--- src/design/ealu_pkg.sv ---
`default_nettype none

package ealu_pkg;

    typedef enum logic [3:0] {
        ACT_ADD  = 4'd0,
        ACT_ADC  = 4'd1,
        ACT_SUB  = 4'd2,
        ACT_SBC  = 4'd3,
        ACT_AND  = 4'd4,
        ACT_XOR  = 4'd5,
        ACT_OR   = 4'd6,
        ACT_CP   = 4'd7,
        ACT_INC  = 4'd8,
        ACT_DEC  = 4'd9,
        ACT_RLCA = 4'd10,
        ACT_RLC  = 4'd11,
        ACT_SLA  = 4'd12,
        ACT_SRA  = 4'd13,
        ACT_SWAP = 4'd14,
        ACT_CPL  = 4'd15
    } action_t;

    localparam int FLAG_Z = 3;
    localparam int FLAG_N = 2;
    localparam int FLAG_H = 1;
    localparam int FLAG_C = 0;

    typedef struct packed {
        action_t    action;
        logic [7:0] accumulator;
        logic [7:0] operand;
        logic [3:0] flags_in;
    } op_t;

    typedef struct packed {
        logic [7:0] result;
        logic [3:0] flags_out;
    } res_t;

endpackage

`default_nettype wire

--- src/design/ealu_in_reg.sv ---
`default_nettype none

module ealu_in_reg (
    input  wire             aclk,
    input  wire             aresetn,
    input  wire             in_valid,
    output logic            in_ready,
    input  wire ealu_pkg::op_t in_op,
    output logic            op_valid,
    input  wire             op_ready,
    output ealu_pkg::op_t   op
);
    import ealu_pkg::*;

    logic valid_reg;
    logic valid_next;
    op_t  op_reg;

    assign in_ready = !valid_reg || op_ready;

    always_comb begin
        valid_next = valid_reg;
        if (in_ready) begin
            valid_next = in_valid;
        end
    end

    always_ff @(posedge aclk) begin
        if (!aresetn) begin
            valid_reg <= 1'b0;
        end else begin
            valid_reg <= valid_next;
        end
    end

    // payload loads whenever the stage takes an item
    always_ff @(posedge aclk) begin
        if (in_ready && in_valid) begin
            op_reg <= in_op;
        end
    end

    assign op_valid = valid_reg;
    assign op       = op_reg;

endmodule

`default_nettype wire

--- src/design/ealu_core.sv ---
`default_nettype none

module ealu_core (
    input  wire ealu_pkg::op_t op,
    output ealu_pkg::res_t res
);
    import ealu_pkg::*;

    logic [7:0] a;
    logic [7:0] b;
    logic       cin;
    logic       cy;
    logic [8:0] sum9;
    logic [4:0] sum_lo;
    logic [8:0] diff9;
    logic [4:0] diff_lo;
    logic [7:0] r;
    logic [3:0] f;

    assign a   = op.accumulator;
    assign b   = op.operand;
    assign cin = op.flags_in[FLAG_C];
    assign cy  = ((op.action == ACT_ADC) || (op.action == ACT_SBC)) ? cin : 1'b0;

    // borrow shows up as the sign bit of the widened difference
    assign sum9    = {1'b0, a} + {1'b0, b} + {8'd0, cy};
    assign sum_lo  = {1'b0, a[3:0]} + {1'b0, b[3:0]} + {4'd0, cy};
    assign diff9   = {1'b0, a} - {1'b0, b} - {8'd0, cy};
    assign diff_lo = {1'b0, a[3:0]} - {1'b0, b[3:0]} - {4'd0, cy};

    always_comb begin
        r = a;
        f = 4'd0;
        case (op.action)
            ACT_ADD, ACT_ADC: begin
                r         = sum9[7:0];
                f[FLAG_H] = sum_lo[4];
                f[FLAG_C] = sum9[8];
                f[FLAG_Z] = (sum9[7:0] == 8'd0);
            end
            ACT_SUB, ACT_SBC, ACT_CP: begin
                r         = (op.action == ACT_CP) ? a : diff9[7:0];
                f[FLAG_N] = 1'b1;
                f[FLAG_H] = diff_lo[4];
                f[FLAG_C] = diff9[8];
                f[FLAG_Z] = (diff9[7:0] == 8'd0);
            end
            ACT_AND: begin
                r         = a & b;
                f[FLAG_H] = 1'b1;
                f[FLAG_Z] = ((a & b) == 8'd0);
            end
            ACT_XOR: begin
                r         = a ^ b;
                f[FLAG_Z] = ((a ^ b) == 8'd0);
            end
            ACT_OR: begin
                r         = a | b;
                f[FLAG_Z] = ((a | b) == 8'd0);
            end
            ACT_INC: begin
                r         = a + 8'd1;
                f[FLAG_Z] = (a == 8'hFF);
                f[FLAG_H] = (a[3:0] == 4'hF);
                f[FLAG_C] = cin;
            end
            ACT_DEC: begin
                r         = a - 8'd1;
                f[FLAG_Z] = (a == 8'd1);
                f[FLAG_N] = 1'b1;
                f[FLAG_H] = (a[3:0] == 4'h0);
                f[FLAG_C] = cin;
            end
            ACT_RLCA: begin
                r         = {a[6:0], a[7]};
                f[FLAG_C] = a[7];
            end
            ACT_RLC: begin
                r         = {a[6:0], a[7]};
                f[FLAG_C] = a[7];
                f[FLAG_Z] = (a == 8'd0);
            end
            ACT_SLA: begin
                r         = {a[6:0], 1'b0};
                f[FLAG_C] = a[7];
                f[FLAG_Z] = (a[6:0] == 7'd0);
            end
            ACT_SRA: begin
                r         = {a[7], a[7:1]};
                f[FLAG_C] = a[0];
                f[FLAG_Z] = (a[7:1] == 7'd0);
            end
            ACT_SWAP: begin
                r         = {a[3:0], a[7:4]};
                f[FLAG_Z] = (a == 8'd0);
            end
            ACT_CPL: begin
                r         = ~a;
                f[FLAG_Z] = op.flags_in[FLAG_Z];
                f[FLAG_C] = cin;
                f[FLAG_N] = 1'b1;
                f[FLAG_H] = 1'b1;
            end
            default: begin
                r = a;
                f = 4'd0;
            end
        endcase
    end

    assign res.result    = r;
    assign res.flags_out = f;

endmodule

`default_nettype wire

--- src/design/ealu_out_reg.sv ---
`default_nettype none

module ealu_out_reg (
    input  wire             aclk,
    input  wire             aresetn,
    input  wire             res_valid,
    output logic            res_ready,
    input  wire ealu_pkg::res_t res,
    output logic            out_valid,
    input  wire             out_ready,
    output ealu_pkg::res_t  out_res
);
    import ealu_pkg::*;

    logic valid_reg;
    logic valid_next;
    res_t res_reg;

    assign res_ready = !valid_reg || out_ready;

    always_comb begin
        valid_next = valid_reg;
        if (res_ready) begin
            valid_next = res_valid;
        end
    end

    always_ff @(posedge aclk) begin
        if (!aresetn) begin
            valid_reg <= 1'b0;
        end else begin
            valid_reg <= valid_next;
        end
    end

    // hold the result while the sink stalls
    always_ff @(posedge aclk) begin
        if (res_ready && res_valid) begin
            res_reg <= res;
        end
    end

    assign out_valid = valid_reg;
    assign out_res   = res_reg;

endmodule

`default_nettype wire

--- src/design/eight_bit_alu_with_flags.sv ---
// Accept to result valid: input register, ALU (8-bit add/subtract, flags), result register.
// Throughput: one item per cycle unless m_ready stalls; the ALU sits in one stage.
// Backpressure from m_ready stalls both register stages; s_ready stays high while a
// stage is free.
// Reset: aresetn synchronous, active low; clears both stage valid bits, no items kept.
`default_nettype none

module eight_bit_alu_with_flags (
    input  wire         aclk,
    input  wire         aresetn,
    input  wire         s_valid,
    output logic        s_ready,
    input  wire  [3:0]  s_action,
    input  wire  [7:0]  s_accumulator,
    input  wire  [7:0]  s_operand,
    input  wire  [3:0]  s_flags_in,
    output logic        m_valid,
    input  wire         m_ready,
    output logic [7:0]  m_result,
    output logic [3:0]  m_flags_out
);
    import ealu_pkg::*;

    op_t  in_op;
    op_t  op;
    logic op_valid;
    logic op_ready;
    res_t res;
    res_t out_res;

    assign in_op.action      = action_t'(s_action);
    assign in_op.accumulator = s_accumulator;
    assign in_op.operand     = s_operand;
    assign in_op.flags_in    = s_flags_in;

    ealu_in_reg u_in_reg (
        .aclk     (aclk),
        .aresetn  (aresetn),
        .in_valid (s_valid),
        .in_ready (s_ready),
        .in_op    (in_op),
        .op_valid (op_valid),
        .op_ready (op_ready),
        .op       (op)
    );

    ealu_core u_core (
        .op  (op),
        .res (res)
    );

    ealu_out_reg u_out_reg (
        .aclk      (aclk),
        .aresetn   (aresetn),
        .res_valid (op_valid),
        .res_ready (op_ready),
        .res       (res),
        .out_valid (m_valid),
        .out_ready (m_ready),
        .out_res   (out_res)
    );

    assign m_result    = out_res.result;
    assign m_flags_out = out_res.flags_out;

endmodule

`default_nettype wire

--- config.mk ---
export PLATFORM = sky130hd
export DESIGN_NAME = eight_bit_alu_with_flags
export DESIGN_NICKNAME = d
export VERILOG_FILES = /design/src/design/ealu_pkg.sv /design/src/design/ealu_in_reg.sv /design/src/design/ealu_core.sv /design/src/design/ealu_out_reg.sv /design/src/design/eight_bit_alu_with_flags.sv
export SDC_FILE = /design/constraint.sdc
export NUM_CORES = 1
export LEC_CHECK = 0
export BUFFER_PORTS_ARGS = -buffer_cell sky130_fd_sc_hd__buf_2
export CAP_MARGIN = 20
export CORE_ASPECT_RATIO = 0.75
export CORE_MARGIN = 4
export CORE_UTILIZATION = 34
export DETAILED_ROUTE_END_ITERATION = 8
export GPL_ROUTABILITY_DRIVEN = 1
export SYNTH_ARGS = -nofsm -noshare
export SYNTH_HDL_FRONTEND = slang
export SYNTH_SLANG_ARGS = --single-unit
--- constraint.sdc ---
create_clock -name aclk -period 9.3 [get_ports aclk]
set_input_delay 0.93 -clock aclk [delete_from_list [all_inputs] [get_ports aclk]]
set_output_delay 0.93 -clock aclk [all_outputs]
set_load 0.005 [all_outputs]
==> flow_summary.ini <==
[run_status]
status = finished clean

[detailed_routing]
via_count = 3386
firstDrtPassIters = 5
vias_per_cell = 5.87
routed_wl_um = 11900
ant_nets = 0
drtIter0Drc = 377
routedWlPerCell_um = 20.6
drcViolationCount = 0

[sta]
period_share_pct = 40.9
slew_violations = 0
tightest_slew_ns = 0.923
finalHoldViolCount = 0
clock.fmax_ghz = 0.263
relSlewSlack_pct = 38.0
min_period_ns = 3.81
clock_skew_ns = 0.0120
rsz0062_at_grt = false
finalSetupTns_ns = 0
finalSetupViolCount = 0

[power_and_ir_drop]
p_switching_uw = 182
cellPowerDensity_nw_per_um2 = 141
peakVddDrop_mv = 0.0930
power_frac_seq_pct = 35.9
power_frac_clock_pct = 33.3
swShare_pct = 32.1
combPwrFrac_pct = 30.8
p_leak_uw = 0.00161
intPower_uw = 384
power_uw = 566

[worst_setup_path]
end_kind = flip-flop
timing.rr.start = u_in_reg.op[23]$_DFFE_PP_
crit_arrival_ns = 3.85
cp_data_required_time_ns = 9.34
cp_slowest_cell = fa_1
critPathKind = reg2reg
cp_max_fo = 39
rr_endpoint = u_out_reg.out_res[11]$_DFFE_PP_
ff2ff_setup_slack_ns = 5.49
slowest_delay_ns = 0.60
reg2regPathDepth = 13
crit_chain = buf_4, nor2_1, nand3_1, fa_1, inv_1, ha_1, o21ai_0, nand2_1, a41o_1, a21oi_1, xor2_1, o311a_1, a221oi_1
crit_path_start_kind = flip-flop

[cts]
ctsLongestPathBuffers = 2
postCtsResizedCells = 0
cts_setup_buffers = 0
clockRootBuffer = clkbuf_16
ctsHoldBuffers = 0
htree_levels = 2
clock_latency_ns = 0.29
cts_made_buffers = 5
path_clk_slew_ns = 0.06
clkSinkCount = 36
cts_tree = done

[floorplan]
core_um2 = 10200
initial_core_util_pct = 34.7
die_w_um = 126
fp.dieH_um = 96.5
die-area_um2 = 12200
rows = 32
io_pins = 42

[synth]
yosysTopAreaCell = edfxtp_1
synth_edf_count = 34
yosysTopAreaCellShare_pct = 28.7
synth_seq_cells = 36
yosysSeqAreaShare_pct = 29.9
synth_cells = 413
synth_fp_nets = 479
yosysUniqueCellTypes = 68
synth_area_leaders = edfxtp_1 29%, ha_1 12%, a21oi_1 4.6%
yosys_warnings = 0
syn_area_um2 = 3550
yosys_most_used_dff = edfxtp_1
synthArstFlopShare_pct = 0
avgSynthCellArea_um2 = 8.60

[min_path]
hold_end = u_out_reg.out_valid$_SDFFE_PN0P_
hp-class = reg2reg
min-delay-start = u_in_reg.op_valid$_SDFFE_PN0N_
holdPathStages = 1

[global_routing]
grt_pass1_wl_um = 17900
antenna_found_initial = 0
grt_pass1_vias = 3066
globalRoute.totalOverflow = 0
grt_max_degree = 40
grt_usage_pct = 19.4

[placement]
dpl_cell_area_um2 = 3820
portBuffers = 39
gp_congestion = 1.02
dp_hpwl_um = 8860

[flow_run]
cap_violations = 0

[layout]
area_delta_synth_final_pct = 12.9
drive_gt1_share_pct = 14.1
final_common_cell = nor2_1
mostFrequentLayoutCells = 42 x nor2_1, 39 x buf_2, 34 x ha_1, 34 x edfxtp_1, 33 x a21oi_1
stdcell_area_um2 = 4010
nNetsFinal = 506
antenna-diode-count = 0
largest_register_ff_count = 22
cells by family (layout without fill, tap and decap cells):
logic type,Yosys count,in the layout,synth area share [%]
DFF,36,36,29.9
adders and majority gates,38,38,14.2
muxes,7,7,2.11
buffers and inverters,56,84,7.04
xor gates and xnor gates,18,18,4.44
AOI/OAI and AO/OA,119,119,23.4
and+or+nand+nor,139,139,18.9
critical path: cells and delay by family (launching register included):
family	cells	cell delay (ns)
adder cells (fa/ha/maj)	2	0.76
buffers and inverters	2	0.33
XOR/XNOR	1	0.14
AND/OR/NAND/NOR	3	0.61
flip-flops	1	0.36
AO/OA/AOI/OAI	5	1.34
layout make-up:
cell class	instances	area (um2)
fill	1076	6240
multi-input combinational	321	2240
sequential	36	1060
timing repair buffer	44	253
tap	136	170
clock buffer	6	129
inverter	32	120
clock inverter	2	35.0
cell usage after synthesis, drive strengths merged, types with 3 or more instances:
cell and count:
a31oi 4, xor2 6, mux2i 6, nor2 43
edfxtp 34, o221ai 3, a211oi 3, xnor2 12
clkbuf 5, a21oi 33, nor3 15, o21a 4
and2 3, o21ai 16, a221oi 5, inv 32
a21o 4, nor2b 9, nand2b 8, a2bb2oi 3
buf 19, nand3 16, nand2 28, nor4 7
a22oi 5, and3 3, o22ai 10, ha 34
fa 4
power groups by stage:
| stage | Clock, uW | Combinational (uW) | Sequential (uW) |
|---|---|---|---|
| floorplan | 0 | 124 | 200 |
| global placement | 0 | 168 | 206 |
| detailed placement | 0 | 167 | 206 |
| CTS | 195 | 168 | 203 |
| global route | 200 | 188 | 204 |
| finish | 189 | 174 | 203 |
stage by stage:
stage	std cells	hold slack, ns	utilization, %	worst slack, ns
after global placement	568	0.492	37.3	5.59
final	577	0.519	39.1	5.49
after detailed placement	568	0.514	37.3	5.62
after floorplan	413	0.477	-	6.08
after CTS	576	0.527	38.9	5.58
after global routing	577	0.563	39.1	5.28
worst max-delay path by stage:
stage	startpoint	endpoint	slack [ns]	depth (start not counted)
final	u_in_reg.op[23]$_DFFE_PP_	u_out_reg.out_res[11]$_DFFE_PP_	5.49	13
after global routing	u_in_reg.op[23]$_DFFE_PP_	u_out_reg.out_res[11]$_DFFE_PP_	5.28	13
after CTS	u_in_reg.op[23]$_DFFE_PP_	u_out_reg.out_res[11]$_DFFE_PP_	5.58	13
after detailed placement	u_in_reg.op[23]$_DFFE_PP_	u_out_reg.out_res[11]$_DFFE_PP_	5.62	13
after global placement	u_in_reg.op[23]$_DFFE_PP_	u_out_reg.out_res[11]$_DFFE_PP_	5.59	13
after floorplan	u_in_reg.op[23]$_DFFE_PP_	u_out_reg.out_res[11]$_DFFE_PP_	6.08	14
per-layer routing:
metal,up-vias,global-route usage [%],share of wire (%)
met4,0,4.91,1.9
met3,20,5.33,12
met2,235,28.4,41
met5,-,0,0
li1,1567,-,-
met1,1564,28.1,45
No activity file was read; power rests on OpenSTA's default activity.
